===== config.mk =====
export PLATFORM = sky130hd
export DESIGN_NAME = dual_stack_byte_machine
export DESIGN_NICKNAME = d
export VERILOG_FILES = /design/src/rtl/dsbm_pkg.sv /design/src/rtl/dsbm_alu.sv /design/src/rtl/dual_stack_byte_machine.sv
export SDC_FILE = /design/constraint.sdc
export NUM_CORES = 2
export LEC_CHECK = 0
export ABC_CLOCK_PERIOD_IN_PS = 6000
export BUFFER_PORTS_ARGS = -buffer_cell sky130_fd_sc_hd__buf_2
export CORE_ASPECT_RATIO = 0.8
export CORE_MARGIN = 2
export CORE_UTILIZATION = 35
export CTS_BUF_LIST = sky130_fd_sc_hd__clkbuf_4 sky130_fd_sc_hd__clkbuf_8
export CTS_CLUSTER_DIAMETER = 150
export DETAILED_ROUTE_END_ITERATION = 8
export SLEW_MARGIN = 20
export SYNTH_ARGS = -nofsm -noshare
export SYNTH_HDL_FRONTEND = slang
export SYNTH_SLANG_ARGS = --single-unit

===== constraint.sdc =====
create_clock -name clk -period 6 [get_ports clk]
set_clock_uncertainty 0.05 [all_clocks]
set_input_delay 0.3 -clock clk [delete_from_list [all_inputs] [get_ports clk]]
set_output_delay 0.3 -clock clk [all_outputs]
set_load 0.1 [all_outputs]

===== src/rtl/dsbm_pkg.sv =====
`timescale 1ns / 1ps

package dsbm_pkg;

    // action codes carried in the input word
    localparam logic [1:0] ACT_WRITE = 2'd0;
    localparam logic [1:0] ACT_EXEC  = 2'd1;
    localparam logic [1:0] ACT_CLEAR = 2'd2;

    // instruction opcodes
    localparam logic [7:0] OP_NOP = 8'd0;
    localparam logic [7:0] OP_LIT = 8'd1;
    localparam logic [7:0] OP_GTH = 8'd2;
    localparam logic [7:0] OP_JMP = 8'd3;
    localparam logic [7:0] OP_TOR = 8'd4;
    localparam logic [7:0] OP_FRR = 8'd5;
    localparam logic [7:0] OP_JCN = 8'd6;
    localparam logic [7:0] OP_DRP = 8'd7;
    localparam logic [7:0] OP_NIP = 8'd8;
    localparam logic [7:0] OP_SWP = 8'd9;
    localparam logic [7:0] OP_ROT = 8'd10;
    localparam logic [7:0] OP_DUP = 8'd11;
    localparam logic [7:0] OP_OVR = 8'd12;
    localparam logic [7:0] OP_ADD = 8'd13;
    localparam logic [7:0] OP_SUB = 8'd14;
    localparam logic [7:0] OP_MUL = 8'd15;
    localparam logic [7:0] OP_DIV = 8'd16;

    // fault codes
    localparam logic [2:0] FLT_NONE   = 3'd0;
    localparam logic [2:0] FLT_DUF    = 3'd1;
    localparam logic [2:0] FLT_DOF    = 3'd2;
    localparam logic [2:0] FLT_RUF    = 3'd3;
    localparam logic [2:0] FLT_ROF    = 3'd4;
    localparam logic [2:0] FLT_BAD_OP = 3'd5;

    typedef enum logic [1:0] {
        ALU_ADD,
        ALU_SUB,
        ALU_MUL,
        ALU_DIV
    } alu_op_t;

    // request from the sequencer to the shared arithmetic unit
    typedef struct packed {
        logic    start;
        alu_op_t op;
    } alu_req_t;

    // which operand a push takes
    typedef enum logic [1:0] {
        SEL_A,
        SEL_B,
        SEL_C,
        SEL_R
    } push_sel_t;

    // micro-op: pops into a, b, c in order, optional alu step, then pushes
    typedef struct packed {
        logic      valid;
        logic [1:0] npop;
        logic      pop_ret;
        logic [1:0] npush;
        logic      push_ret;
        push_sel_t sel0;
        push_sel_t sel1;
        push_sel_t sel2;
        logic      use_alu;
        alu_op_t   alu_op;
        logic      is_lit;
        logic      is_jmp;
        logic      is_jcn;
    } uop_t;

    function automatic uop_t dsbm_decode(input logic [7:0] op);
        uop_t u;
        u = '0;
        u.valid = 1'b1;
        unique case (op) inside
            OP_NOP: u.valid = 1'b1;
            OP_LIT:
            begin
                u.is_lit = 1'b1;
                u.npush  = 2'd1;
                u.sel0   = SEL_A;
            end
            OP_GTH:
            begin
                u.npush = 2'd1;
                u.sel0  = SEL_R;
            end
            OP_JMP:
            begin
                u.npop   = 2'd1;
                u.is_jmp = 1'b1;
            end
            OP_TOR:
            begin
                u.npop     = 2'd1;
                u.npush    = 2'd1;
                u.push_ret = 1'b1;
                u.sel0     = SEL_A;
            end
            OP_FRR:
            begin
                u.npop    = 2'd1;
                u.pop_ret = 1'b1;
                u.npush   = 2'd1;
                u.sel0    = SEL_A;
            end
            OP_JCN:
            begin
                u.npop   = 2'd2;
                u.is_jcn = 1'b1;
            end
            OP_DRP: u.npop = 2'd1;
            OP_NIP:
            begin
                u.npop  = 2'd2;
                u.npush = 2'd1;
                u.sel0  = SEL_A;
            end
            OP_SWP:
            begin
                u.npop  = 2'd2;
                u.npush = 2'd2;
                u.sel0  = SEL_A;
                u.sel1  = SEL_B;
            end
            OP_ROT:
            begin
                u.npop  = 2'd3;
                u.npush = 2'd3;
                u.sel0  = SEL_B;
                u.sel1  = SEL_A;
                u.sel2  = SEL_C;
            end
            OP_DUP:
            begin
                u.npop  = 2'd1;
                u.npush = 2'd2;
                u.sel0  = SEL_A;
                u.sel1  = SEL_A;
            end
            OP_OVR:
            begin
                u.npop  = 2'd2;
                u.npush = 2'd3;
                u.sel0  = SEL_B;
                u.sel1  = SEL_A;
                u.sel2  = SEL_B;
            end
            OP_ADD, OP_SUB, OP_MUL, OP_DIV:
            begin
                u.npop    = 2'd2;
                u.npush   = 2'd1;
                u.sel0    = SEL_R;
                u.use_alu = 1'b1;
                u.alu_op  = (op == OP_ADD) ? ALU_ADD :
                            (op == OP_SUB) ? ALU_SUB :
                            (op == OP_MUL) ? ALU_MUL : ALU_DIV;
            end
            default: u.valid = 1'b0;
        endcase
        return u;
    endfunction

endpackage


===== src/rtl/dsbm_alu.sv =====
`timescale 1ns / 1ps

module dsbm_alu (
    input  logic               clk,
    input  logic               rst_n,
    input  dsbm_pkg::alu_req_t req,
    input  logic [7:0]         lhs,
    input  logic [7:0]         rhs,
    output logic               done,
    output logic [7:0]         result
);
    import dsbm_pkg::*;

    logic       busy_reg;
    logic       done_reg;
    logic [2:0] cnt_reg;
    logic [7:0] rem_reg;
    logic [7:0] quo_reg;
    logic [7:0] dvs_reg;
    logic [7:0] result_reg;
    logic [8:0] rem_sh;
    logic [9:0] diff;
    logic       q_bit;
    logic [15:0] prod;

    // one restoring divide step: shift in the next dividend bit, trial subtract
    assign rem_sh = {rem_reg, quo_reg[7]};
    assign diff   = {1'b0, rem_sh} - {2'b00, dvs_reg};
    assign q_bit  = ~diff[9];
    assign prod   = lhs * rhs;

    // control: add, sub, mul and divide by zero finish at once, a real divide runs eight steps
    always_ff @(posedge clk or negedge rst_n)
    begin
        if (!rst_n)
        begin
            busy_reg <= 1'b0;
            done_reg <= 1'b0;
            cnt_reg  <= 3'd0;
        end
        else
        begin
            done_reg <= 1'b0;
            if (req.start)
            begin
                if (req.op == ALU_DIV && rhs != 8'd0)
                begin
                    busy_reg <= 1'b1;
                    cnt_reg  <= 3'd0;
                end
                else
                begin
                    done_reg <= 1'b1;
                end
            end
            else if (busy_reg)
            begin
                cnt_reg <= cnt_reg + 3'd1;
                if (cnt_reg == 3'd7)
                begin
                    busy_reg <= 1'b0;
                    done_reg <= 1'b1;
                end
            end
        end
    end

    // datapath
    always_ff @(posedge clk)
    begin
        if (req.start)
        begin
            rem_reg <= 8'd0;
            quo_reg <= lhs;
            dvs_reg <= rhs;
            unique case (req.op)
                ALU_ADD: result_reg <= lhs + rhs;
                ALU_SUB: result_reg <= lhs - rhs;
                ALU_MUL: result_reg <= prod[7:0];
                default: result_reg <= 8'd0;
            endcase
        end
        else if (busy_reg)
        begin
            rem_reg <= q_bit ? diff[7:0] : rem_sh[7:0];
            quo_reg <= {quo_reg[6:0], q_bit};
            if (cnt_reg == 3'd7)
            begin
                result_reg <= {quo_reg[6:0], q_bit};
            end
        end
    end

    assign done   = done_reg;
    assign result = result_reg;

endmodule


===== src/rtl/dual_stack_byte_machine.sv =====
`timescale 1ns / 1ps

// Byte-wide two-stack machine. Each input word carries an action: write one
// program byte, execute the instruction at the program counter, or clear the
// counter and both stack pointers; every action returns exactly one status
// word (counter, top of data stack, both depths, halted, fault). Items are
// handled one at a time by a small sequencer around one synchronous program
// memory, two stack memories and a shared arithmetic unit. A write, clear or
// unused action passes idle and both status states; an execute that meets
// the halt opcode also passes decode. Any other execute takes the word and
// fetches the opcode, decodes, fetches the literal of lit, spends a read step
// and a wait step per stack pop (only the first when that stack is empty),
// leaves the pop phase, waits on the shared unit for add, sub, mul and div,
// pushes each value, updates the counter and reads back the status through
// S_TOP and S_TOPW. A status word not yet taken holds the sequencer in its
// last state. The next word is taken as soon as the status word sits in the
// output register. halt_opcode is register 0 on the configuration port.
module dual_stack_byte_machine #(
    parameter int STACK_DEPTH = 16,
    parameter int MEM_DEPTH   = 256
) (
    input  logic        clk,
    input  logic        rst_n,
    input  logic        s_tvalid,
    output logic        s_tready,
    input  logic [23:0] s_tdata,   // action[1:0], address[9:2], data[17:10]
    output logic        m_tvalid,
    input  logic        m_tready,
    output logic [31:0] m_tdata,   // program_counter[7:0], top_of_data[15:8],
                                   // data_depth[20:16], return_depth[25:21],
                                   // halted[26], fault[29:27]
    input  logic        psel,
    input  logic        penable,
    input  logic        pwrite,
    input  logic [2:0]  paddr,
    input  logic [31:0] pwdata,
    output logic [31:0] prdata,
    output logic        pready
);
    import dsbm_pkg::*;

    localparam int SA_W = $clog2(STACK_DEPTH);
    localparam int SP_W = $clog2(STACK_DEPTH + 1);
    localparam int MA_W = $clog2(MEM_DEPTH);
    localparam logic [SP_W-1:0] STK_FULL = SP_W'(STACK_DEPTH);
    localparam logic [2:0] ADDR_HALT = 3'd0;

    localparam logic [3:0] S_IDLE   = 4'd0;
    localparam logic [3:0] S_DECODE = 4'd1;
    localparam logic [3:0] S_LIT    = 4'd2;
    localparam logic [3:0] S_POP    = 4'd3;
    localparam logic [3:0] S_POPW   = 4'd4;
    localparam logic [3:0] S_ALU    = 4'd5;
    localparam logic [3:0] S_PUSH   = 4'd6;
    localparam logic [3:0] S_TOP    = 4'd7;
    localparam logic [3:0] S_TOPW   = 4'd8;

    // control state
    logic [3:0]      state_reg, state_next;
    logic [7:0]      pc_reg, pc_next;
    logic [SP_W-1:0] dp_reg, dp_next;
    logic [SP_W-1:0] rp_reg, rp_next;
    logic [1:0]      slot_reg, slot_next;
    logic [1:0]      pidx_reg, pidx_next;
    logic [2:0]      fault_reg, fault_next;
    logic            out_valid_reg, out_valid_next;
    logic [7:0]      halt_reg;

    // payload
    uop_t            uop_reg, uop_next;
    logic [7:0]      opa_reg, opa_next;
    logic [7:0]      opb_reg, opb_next;
    logic [7:0]      opc_reg, opc_next;
    logic [7:0]      res_reg, res_next;
    logic [31:0]     out_word_reg, out_word_next;

    // memories
    logic [7:0]      prog_mem [MEM_DEPTH];
    logic [7:0]      dstk_mem [STACK_DEPTH];
    logic [7:0]      rstk_mem [STACK_DEPTH];
    logic [7:0]      mem_q_reg, dstk_q_reg, rstk_q_reg;
    logic            mem_re, mem_we;
    logic [MA_W-1:0] mem_raddr, mem_waddr;
    logic [7:0]      mem_wdata;
    logic            dstk_re, dstk_we, rstk_re, rstk_we;
    logic [7:0]      stk_wdata;
    logic [SA_W-1:0] dstk_raddr, dstk_waddr, rstk_raddr, rstk_waddr;

    // address reduction table for program memory
    logic [MA_W-1:0] mod_tab [256];

    // misc
    logic [1:0]      in_action;
    logic [7:0]      in_addr, in_data;
    logic            accept;
    logic [7:0]      pc_inc;
    logic [SP_W-1:0] pop_ptr, push_ptr;
    push_sel_t       sel_cur;
    logic [7:0]      push_val;
    logic [7:0]      pop_val;
    logic [7:0]      top_val;
    logic            halted;
    uop_t            dec_uop;
    alu_req_t        alu_req;
    logic            alu_done;
    logic [7:0]      alu_result;

    for (genvar g = 0; g < 256; g++)
    begin : g_mod
        assign mod_tab[g] = MA_W'(g % MEM_DEPTH);
    end

    assign in_action = s_tdata[1:0];
    assign in_addr   = s_tdata[9:2];
    assign in_data   = s_tdata[17:10];
    assign s_tready  = (state_reg == S_IDLE);
    assign accept    = s_tvalid && s_tready;
    assign pc_inc    = pc_reg + 8'd1;

    assign pop_ptr  = uop_reg.pop_ret ? rp_reg : dp_reg;
    assign push_ptr = uop_reg.push_ret ? rp_reg : dp_reg;
    assign pop_val  = uop_reg.pop_ret ? rstk_q_reg : dstk_q_reg;
    assign dec_uop  = dsbm_decode(mem_q_reg);

    // stack addresses: reads at pointer minus one, writes at the pointer
    assign dstk_raddr = SA_W'(dp_reg - SP_W'(1));
    assign rstk_raddr = SA_W'(rp_reg - SP_W'(1));
    assign dstk_waddr = SA_W'(dp_reg);
    assign rstk_waddr = SA_W'(rp_reg);

    // push value select
    always_comb
    begin
        sel_cur = (pidx_reg == 2'd0) ? uop_reg.sel0 :
                  (pidx_reg == 2'd1) ? uop_reg.sel1 : uop_reg.sel2;
        case (sel_cur)
            SEL_A:   push_val = opa_reg;
            SEL_B:   push_val = opb_reg;
            SEL_C:   push_val = opc_reg;
            default: push_val = res_reg;
        endcase
    end

    assign stk_wdata = push_val;
    assign top_val   = (dp_reg != '0) ? dstk_q_reg : 8'd0;
    assign halted    = (mem_q_reg == halt_reg);

    // sequencer
    always_comb
    begin
        state_next     = state_reg;
        pc_next        = pc_reg;
        dp_next        = dp_reg;
        rp_next        = rp_reg;
        slot_next      = slot_reg;
        pidx_next      = pidx_reg;
        fault_next     = fault_reg;
        uop_next       = uop_reg;
        opa_next       = opa_reg;
        opb_next       = opb_reg;
        opc_next       = opc_reg;
        res_next       = res_reg;
        out_word_next  = out_word_reg;
        out_valid_next = out_valid_reg && !m_tready;
        mem_re         = 1'b0;
        mem_raddr      = mod_tab[pc_reg];
        mem_we         = 1'b0;
        mem_waddr      = mod_tab[in_addr];
        mem_wdata      = in_data;
        dstk_re        = 1'b0;
        dstk_we        = 1'b0;
        rstk_re        = 1'b0;
        rstk_we        = 1'b0;
        alu_req.start  = 1'b0;
        alu_req.op     = uop_reg.alu_op;

        unique case (state_reg)
            S_IDLE:
            begin
                if (accept)
                begin
                    fault_next = FLT_NONE;
                    state_next = S_TOP;
                    case (in_action)
                        ACT_WRITE: mem_we = 1'b1;
                        ACT_EXEC:
                        begin
                            mem_re     = 1'b1;
                            state_next = S_DECODE;
                        end
                        ACT_CLEAR:
                        begin
                            pc_next = 8'd0;
                            dp_next = '0;
                            rp_next = '0;
                        end
                        default: state_next = S_TOP;
                    endcase
                end
            end
            S_DECODE:
            begin
                if (halted)
                begin
                    state_next = S_TOP;
                end
                else
                begin
                    uop_next  = dec_uop;
                    slot_next = 2'd0;
                    pidx_next = 2'd0;
                    res_next  = pc_reg;
                    if (!dec_uop.valid)
                    begin
                        fault_next = FLT_BAD_OP;
                    end
                    if (dec_uop.is_lit)
                    begin
                        pc_next    = pc_inc;
                        mem_re     = 1'b1;
                        mem_raddr  = mod_tab[pc_inc];
                        state_next = S_LIT;
                    end
                    else
                    begin
                        state_next = S_POP;
                    end
                end
            end
            S_LIT:
            begin
                opa_next   = mem_q_reg;
                state_next = S_POP;
            end
            S_POP:
            begin
                if (slot_reg == uop_reg.npop)
                begin
                    if (uop_reg.use_alu)
                    begin
                        alu_req.start = 1'b1;
                        state_next    = S_ALU;
                    end
                    else
                    begin
                        state_next = S_PUSH;
                    end
                end
                else if (pop_ptr == '0)
                begin
                    // underflow pops a zero and leaves the pointer alone
                    if (fault_reg == FLT_NONE)
                    begin
                        fault_next = uop_reg.pop_ret ? FLT_RUF : FLT_DUF;
                    end
                    case (slot_reg)
                        2'd0:    opa_next = 8'd0;
                        2'd1:    opb_next = 8'd0;
                        default: opc_next = 8'd0;
                    endcase
                    slot_next = slot_reg + 2'd1;
                end
                else
                begin
                    if (uop_reg.pop_ret)
                    begin
                        rstk_re = 1'b1;
                        rp_next = rp_reg - SP_W'(1);
                    end
                    else
                    begin
                        dstk_re = 1'b1;
                        dp_next = dp_reg - SP_W'(1);
                    end
                    state_next = S_POPW;
                end
            end
            S_POPW:
            begin
                case (slot_reg)
                    2'd0:    opa_next = pop_val;
                    2'd1:    opb_next = pop_val;
                    default: opc_next = pop_val;
                endcase
                slot_next  = slot_reg + 2'd1;
                state_next = S_POP;
            end
            S_ALU:
            begin
                if (alu_done)
                begin
                    res_next   = alu_result;
                    state_next = S_PUSH;
                end
            end
            S_PUSH:
            begin
                if (pidx_reg < uop_reg.npush)
                begin
                    // overflow drops the push
                    if (push_ptr >= STK_FULL)
                    begin
                        if (fault_reg == FLT_NONE)
                        begin
                            fault_next = uop_reg.push_ret ? FLT_ROF : FLT_DOF;
                        end
                    end
                    else if (uop_reg.push_ret)
                    begin
                        rstk_we = 1'b1;
                        rp_next = rp_reg + SP_W'(1);
                    end
                    else
                    begin
                        dstk_we = 1'b1;
                        dp_next = dp_reg + SP_W'(1);
                    end
                    pidx_next = pidx_reg + 2'd1;
                end
                else
                begin
                    // counter advance, after any jump target is taken
                    if (uop_reg.is_jmp)
                    begin
                        pc_next = opa_reg + 8'd1;
                    end
                    else if (uop_reg.is_jcn && opa_reg != 8'd0)
                    begin
                        pc_next = opb_reg + 8'd1;
                    end
                    else
                    begin
                        pc_next = pc_inc;
                    end
                    state_next = S_TOP;
                end
            end
            S_TOP:
            begin
                dstk_re    = 1'b1;
                mem_re     = 1'b1;
                state_next = S_TOPW;
            end
            S_TOPW:
            begin
                if (!out_valid_reg || m_tready)
                begin
                    out_word_next  = {2'b00, fault_reg, halted, 5'(rp_reg),
                                      5'(dp_reg), top_val, pc_reg};
                    out_valid_next = 1'b1;
                    state_next     = S_IDLE;
                end
            end
            default: state_next = S_IDLE;
        endcase
    end

    // control registers
    always_ff @(posedge clk or negedge rst_n)
    begin
        if (!rst_n)
        begin
            state_reg     <= S_IDLE;
            pc_reg        <= 8'd0;
            dp_reg        <= '0;
            rp_reg        <= '0;
            slot_reg      <= 2'd0;
            pidx_reg      <= 2'd0;
            fault_reg     <= FLT_NONE;
            out_valid_reg <= 1'b0;
        end
        else
        begin
            state_reg     <= state_next;
            pc_reg        <= pc_next;
            dp_reg        <= dp_next;
            rp_reg        <= rp_next;
            slot_reg      <= slot_next;
            pidx_reg      <= pidx_next;
            fault_reg     <= fault_next;
            out_valid_reg <= out_valid_next;
        end
    end

    // payload registers
    always_ff @(posedge clk)
    begin
        uop_reg      <= uop_next;
        opa_reg      <= opa_next;
        opb_reg      <= opb_next;
        opc_reg      <= opc_next;
        res_reg      <= res_next;
        out_word_reg <= out_word_next;
    end

    // program memory
    always_ff @(posedge clk)
    begin
        if (mem_we)
        begin
            prog_mem[mem_waddr] <= mem_wdata;
        end
        if (mem_re)
        begin
            mem_q_reg <= prog_mem[mem_raddr];
        end
    end

    // data stack memory
    always_ff @(posedge clk)
    begin
        if (dstk_we)
        begin
            dstk_mem[dstk_waddr] <= stk_wdata;
        end
        if (dstk_re)
        begin
            dstk_q_reg <= dstk_mem[dstk_raddr];
        end
    end

    // return stack memory
    always_ff @(posedge clk)
    begin
        if (rstk_we)
        begin
            rstk_mem[rstk_waddr] <= stk_wdata;
        end
        if (rstk_re)
        begin
            rstk_q_reg <= rstk_mem[rstk_raddr];
        end
    end

    // shared arithmetic unit
    dsbm_alu u_alu (
        .clk    (clk),
        .rst_n  (rst_n),
        .req    (alu_req),
        .lhs    (opb_reg),
        .rhs    (opa_reg),
        .done   (alu_done),
        .result (alu_result)
    );

    // configuration port
    always_ff @(posedge clk or negedge rst_n)
    begin
        if (!rst_n)
        begin
            halt_reg <= 8'hFF;
        end
        else if (psel && penable && pwrite && pready && paddr == ADDR_HALT)
        begin
            halt_reg <= pwdata[7:0];
        end
    end

    assign prdata = (paddr == ADDR_HALT) ? {24'd0, halt_reg} : 32'd0;
    assign pready = 1'b1;

    assign m_tvalid = out_valid_reg;
    assign m_tdata  = out_word_reg;

    // checks
    a_dp_bound: assert property (@(posedge clk) disable iff (!rst_n)
        dp_reg <= STK_FULL)
        else $error("data stack pointer beyond depth");

    a_rp_bound: assert property (@(posedge clk) disable iff (!rst_n)
        rp_reg <= STK_FULL)
        else $error("return stack pointer beyond depth");

    a_busy_after_accept: assert property (@(posedge clk) disable iff (!rst_n)
        s_tvalid && s_tready |=> !s_tready)
        else $error("word accepted while sequencer still took input");

    a_alu_done_state: assert property (@(posedge clk) disable iff (!rst_n)
        alu_done |-> state_reg == S_ALU)
        else $error("arithmetic result arrived outside the alu wait");

endmodule


Yosys cells after proc, flatten, opt, wreduce, memory -nomap -nowiden:

Memories as Yosys holds them, arrays and structs flattened. A register that Yosys moved wholly into a read port is not among the register bits.
Cells that the tools add are included.

* eq/ne operators: 64
* reductions and logical operators: 59
* add/subtract/negate cells: 13
* order comparisons: 5
* multiply operators: 1
* mux-type cells: 155
* bitwise operators: 6

Operators with widths (number)
* $mux W8: 38
* $pmux W8 S3: 4
* $mux W5: 16
* $eq A8 B4 Y1 const B: 8
* $mux W1: 50
* $mux W3: 16
* $pmux W8 S2: 3
* $ne A2 B2 Y1 const B: 23
* $eq A8 B3 Y1 const B: 4
* $pmux W4 S8: 1
* $pmux W5 S3: 2
* $ge A9 B9 Y1 const B: 3
* $not A8 Y9: 3
* $add A8 B1 Y8 const B: 3
* $mux W4: 6
* $mux W2: 10
* $reduce_and A5 Y1: 4
* $pmux W2 S3: 3
* $reduce_and A9 Y1: 2
* $reduce_or A17 Y1: 1
* $eq A4 B3 Y1 const B: 4
* $eq A8 B2 Y1 const B: 2
* $pmux W2 S2: 3
* $pmux W3 S4: 1
* other kinds (49): 93

* register bits: 154
* bits in writable memories: 2304
* ROM bits: 6144
* output and inout bits: 67
* memories: 6
* logic and storage cells: 343
* input bits: 66

Memories
* (no name shown): words 256, bits a word 8, rd ports 1, clocked after Yosys merged registers in 0, wr ports 0, RTL line dual_stack_byte_machine.sv:221 `mem_raddr = mod_tab[pc_inc];`
* (no name shown): words 256, bits a word 8, rd ports 1, clocked after Yosys merged registers in 0, wr ports 0, RTL line dual_stack_byte_machine.sv:168 `mem_waddr = mod_tab[in_addr];`
* (no name shown): words 256, bits a word 8, rd ports 1, clocked after Yosys merged registers in 0, wr ports 0, RTL line dual_stack_byte_machine.sv:166 `mem_raddr = mod_tab[pc_reg];`
* prog_mem: words 256, bits a word 8, rd ports 1, clocked after Yosys merged registers in 1, wr ports 1, RTL line dual_stack_byte_machine.sv:78 `logic [7:0] prog_mem [MEM_DEPTH];`
* dstk_mem: words 16, bits a word 8, rd ports 1, clocked after Yosys merged registers in 1, wr ports 1, RTL line dual_stack_byte_machine.sv:79 `logic [7:0] dstk_mem [STACK_DEPTH];`
* rstk_mem: words 16, bits a word 8, rd ports 1, clocked after Yosys merged registers in 1, wr ports 1, RTL line dual_stack_byte_machine.sv:80 `logic [7:0] rstk_mem [STACK_DEPTH];`

Logic depth before layout (Yosys ltp):

* word-level depth: 8
* depth in mapped cells: 18
* depth with buffers taken out: 16

Hierarchy:

A second synthesis with hierarchy kept.

* cells, all modules: 7429
* area, all modules: 103570.6 um2

Modules (own cells, without submodules)
* dual_stack_byte_machine: seq. area each 73210.2 um2, area an instance 100345.0 um2, cells each 7078, times used 1
* dsbm_alu: seq. area each 1006.0 um2, area an instance 3225.6 um2, cells each 351, times used 1

Least setup slack after synthesis:

Ideal clock, no wire load.

* path kind: register to register
* from: register state_reg[1]
* to: register mem_q_reg[2] (read register of prog_mem) (data pin)
* arrival time: 3.864 ns
* clock period less this slack: 4.183 ns
* stages on the path, launching flop included: 17
* path buffers: 6
* data required time: 5.681 ns
* slack: 1.817 ns
* setup time: 0.269 ns
* cell sequence: dfrtp_1 buf_2 or4b_1 buf_2 or4_4 a21oi_4 xnor2_2 buf_2 buf_2 buf_2 buf_2 mux2i_1 o22ai_1 nor4_1 nor2_1 o221ai_1 nand4_1

* word-level cells in the longest chain between the ends: 4
* elaborated cells between the ends (all ways): 7
* classes of those cells: eq/ne: 2; mux: 3; reduce/logical: 2

Ends and longest elaborated chain
* start: declaration: RTL line dual_stack_byte_machine.sv:59 `logic [3:0] state_reg, state_next;`
* start signal: assignment: RTL line dual_stack_byte_machine.sv:374 `state_reg <= state_next;`
* $logic_not A4 Y1: RTL line dual_stack_byte_machine.sv:116, dual_stack_byte_machine.sv:177
* $logic_and A1 B1 Y1: RTL line dual_stack_byte_machine.sv:117 `assign accept = s_tvalid && s_tready;`
* $mux W1: RTL line dual_stack_byte_machine.sv:180 `if (accept)`
* $pmux W1 S3: RTL line dual_stack_byte_machine.sv:177 `unique case (state_reg)`
* end: declaration: RTL line dual_stack_byte_machine.sv:81 `logic [7:0] mem_q_reg, dstk_q_reg, rstk_q_reg;`

Parallel ways exist; a longest one is shown, timed or not.
A chain may end at the register's enable or synchronous reset.

Final worst setup path:

* from: register mem_q_reg[5] (read register of prog_mem)
* to: register mem_q_reg[0] (read register of prog_mem) (data pin)

* word-level cells in the longest chain between the ends: 5
* elaborated cells between the ends (all ways): 9
* classes of those cells: eq/ne: 2; mux: 7

Ends and longest elaborated chain
* $eq A8 B1 Y1: RTL line dual_stack_byte_machine.sv:123 `assign dec_uop = dsbm_decode(mem_q_reg);`
* $mux W1: RTL line dsbm_pkg.sv:79 `unique case (op) inside`
* $mux W1 or $mux W8 (tied branches): RTL line dual_stack_byte_machine.sv:217 `if (dec_uop.is_lit)`
* $mux W1 or $mux W8 (tied branches): RTL line dual_stack_byte_machine.sv:203 `if (halted)`
* $pmux W1 S3 or $mux W8 (tied branches): RTL line dual_stack_byte_machine.sv:177

Parallel ways exist; a longest one is shown, timed or not.

==> metrics.md <==
| Metric | Value |
|---|---|
| Post-synth EDFFs | 2,430 |
| Max clock buf depth | 4 |
| Finished Cell Area | 0.1233 sq mm |
| First-pass GRT wire length | 510.2 mm |
| Worst path max stage delay | 790 ps |
| Largest net degree at the start of global routing | 169 |
| Combinational fraction of design power | 38.9% |
| Clock group share of total power | 24.5% |
| Max-Cap Viols | 0 |
| Post-synth top flop | edfxtp_1 |
| Yosys reg bits | 2,481 |
| Synth-to-Final Area Change | 13.37% |
| Synth area leaders | edfxtp_1 67%, mux2i_1 5.9%, mux4_2 3.0% |
| Slowest CP cell | a2111oi_0 |
| Post-Layout Cell Count | 12,490 |
| Syn. warnings | 0 |
| Chip Height | 502.7 um |
| DRC | 0 |
| DP Wirelength | 226.1 mm |
| Mapped Area | 0.1088 sq mm |
| HP Start | s_tdata[16] |
| Layout cells sized above 1 | 16.09% |
| Root buf cell | clkbuf_8 |
| # IOs | 133 |
| Initial antenna violation count | 29 |
| Top achievable clock speed | 166.4 MHz |
| Simple-gate portion of the synthesized area | 7.186% |
| Critical path launch point | mem_q_reg[5] |
| Place WS | 133.6 ps |
| Sw frac | 38.55% |
| Number of port buffers | 75 |
| Mean Syn Cell Area | 14.02 sq um |
| Commonest cells post-synth | 2,430 x edfxtp_1, 684 x nand2_1, 639 x mux2i_1 |
| XOR/XNOR Fraction of Synth Area | 0.6337% |
| Top flop regs | prog_mem x2048, dstk_mem x128, rstk_mem x128 |
| CTS tree | built |
| Sequential share of power | 36.5% |
| Crit start category | flip-flop |
| RSZ-0062 raised after global routing | false |
| Setup CP Type | flip-flop to flip-flop |
| Die Span X | 627.3 um |
| Async S/R FF share, synth | 1.733% |
| Seq/Total Area, Yosys | 68.22% |
| # nets final | 8,171 |
| Largest area contributor in the netlist | edfxtp_1 |
| Worst hold slack | 43.94 ps |
| Largest family of logic cells by synthesized area | compound AO/OA/AOI/OAI gates |
| Via-per-instance ratio | 5.971 |
| Leakage | 41.33 nW |
| H-tree levels | 5 |
| Worst hold path class | primary input to flip-flop |
| IR Drop Worst-Case VDD | 0.0004367 V |
| GRT overflow | 0 |
| Power density over the cells | 460.0 mW/mm^2 |
| Distinct cells, synth | 89 |
| CP max FO | 47 |
| Final worst slack | -9.634 ps |
| Die ar. | 0.3153 sq mm |
| Slew headroom | 20.79% |
| Core ar. | 0.3100 sq mm |
| Via count | 74,590 |
| FF-to-FF Start | mem_q_reg[5] |
| Min Clock Period, post-route | 6010 ps |
| WP data required | 6580 ps |
| Iteration-0 DRC Markers | 11,020 |
| Num CTS Buffers | 372 |
| Arr. time, crit path | 6590 ps |
| Pins Over Slew Limit | 0 |
| Largest register by flop count | prog_mem |
| Slew @ Worst Pin | 1183 ps |
| Worst path cell trace | or4_1, or4_4, a21oi_4, buf_4, xnor2_4, buf_12, buf_4, mux2i_1, o21ai_0, a2111oi_0, o22ai_1, o211ai_1, nand4b_1 |
| Power Internal | 34.87 mW |
| Placed insts | 11,790 |
| Final Hold Fails | 0 |
| Violated checks | setup timing |
| Post-synthesis adder-cell area fraction | 0.8672% |
| Share of the synthesized area in the top cell type | 67.07% |
| Rows | 183 |
| Initial Util | 35.09% |
| Fin crit share | 100.2% |
| CP endpoint kind | flip-flop |
| GPL Wtd Cong | 0.9208 |
| Status | finished with violations |
| Clock slew at reported path FFs | 70 ps |
| Clock Latency Late Sink | 1030 ps |
| TritonRoute pass-1 iters | 8 |
| Net Sw Power | 21.87 mW |
| All-Layer GR Usage | 22.09% |
| Fraction of synthesized area in multiplexers | 9.523% |
| Hold Crit Depth | 1 |
| Sink Count | 2,481 |
| Area after DPL | 0.1158 sq mm |
| Syn Inst Count | 7,761 |
| Final setup viols | 1 |
| Reg2reg path depth | 13 |
| Final ANT Viol Nets | 0 |
| Cell with the most instances after synthesis | edfxtp_1 |
| Largest register FFs | 2,048 |
| Vias in the first global route | 71,310 |
| DRT Wirelength | 360.6 mm |
| Synth Area in Compound Gates | 10.99% |
| Routed WL per cell | 28.87 um |
| Crit path top cell by count | buf_4 |
-- power groups by stage --
stage               clock (mW)  combinational, mW  sequential (mW)
CTS                       14.1               21.5             20.7
floorplan                    0               12.8             20.8
global placement             0               21.1             21.0
global route              14.8               23.0             20.7
finish                    13.9               22.1             20.7
detailed placement           0               21.4             21.1
-- final timing paths --
path / endpoint / slack [ps]
worst max-delay path: mem_q_reg[0] / -10
worst min-delay path: prog_mem[58][6] / 40
worst max register to register: mem_q_reg[0] / -10
worst min register to register: u_alu.rem_reg[1] / 460
max in group asynchronous: pc_reg[1] / 4850
min in group asynchronous: u_alu.done / 460
-- metal layers --
layer	wire length (um)	global-route usage, %
met2	153300	32.04
met1	148700	31.92
met5	149	0
met3	45640	5.862
met4	12810	7.520
-- layout make-up --
| type | count | area [sq um] |
|---|---|---|
| fill | 28620 | 186700 |
| sequential | 2481 | 74230 |
| multi-input combinational | 4638 | 32330 |
| clock buffer | 527 | 6359 |
| tap | 4162 | 5207 |
| timing repair buffer | 479 | 4111 |
| clock inverter | 131 | 832.0 |
| inverter | 66 | 255.2 |
| antenna | 7 | 17.52 |
-- cell families after synthesis --
family          Yosys count
compound gates         1839
xor+xnor                 77
fa+ha+maj                67
buf+inv                 667
flops                  2481
mux                     847
other cells               2
simple gates           1781
-- worst max-delay path, delay by kind of cell (launching register included) --
family,cells,cell delay (ps)
compound gates,5,1890
xor+xnor,1,360
buf+inv,3,900
flops,1,480
mux,1,270
simple gates,3,1610
-- repair_timing --
action,4_1_cts,5_1_grt
gates resized for setup,0,1
hold endpoints to repair,474,0
hold buffers,33,0
setup endpoints to repair,0,3
buffers inserted,0,2
-- layout by cell type, fill, tap and decap left out, types with 19 or more instances in the layout --
master and instances:
o22a_1 24, a211oi_1 59, clkinv_1 78, mux2i_1 636
mux2_2 64, o211ai_1 106, a31oi_1 47, o221ai_1 179
inv_1 63, nand3_1 44, conb_1 27, nor3_1 219
mux4_2 144, clkinv_2 31, buf_4 327, xnor2_1 48
o22ai_1 459, dfrtp_1 31, a21oi_1 433, nor2b_1 36
nor4_1 83, clkbuf_4 143, clkbuf_8 392, nand2b_1 19
buf_2 67, edfxtp_1 2430, and2_1 55, or3_1 20
a2bb2oi_1 45, nor2_1 537, o311ai_0 20, buf_12 44
a21o_1 23, dlygate4sd3_1 33, nand2_1 680, a22oi_1 19
xor2_1 21, o21ai_0 257, ha_1 51
-- stage by stage --
| stage | power, mW | utilization (%) | setup TNS (ps) |
|---|---|---|---|
| after global placement | 42.13 | 37.33 | 0 |
| after global routing | 58.54 | 39.78 | 0 |
| after floorplan | 33.53 | - | 0 |
| after CTS | 56.28 | 39.76 | 0 |
| final | 56.74 | 39.78 | -9.634 |
| after detailed placement | 42.47 | 37.34 | 0 |
No activity file was read; power rests on OpenSTA's default activity.
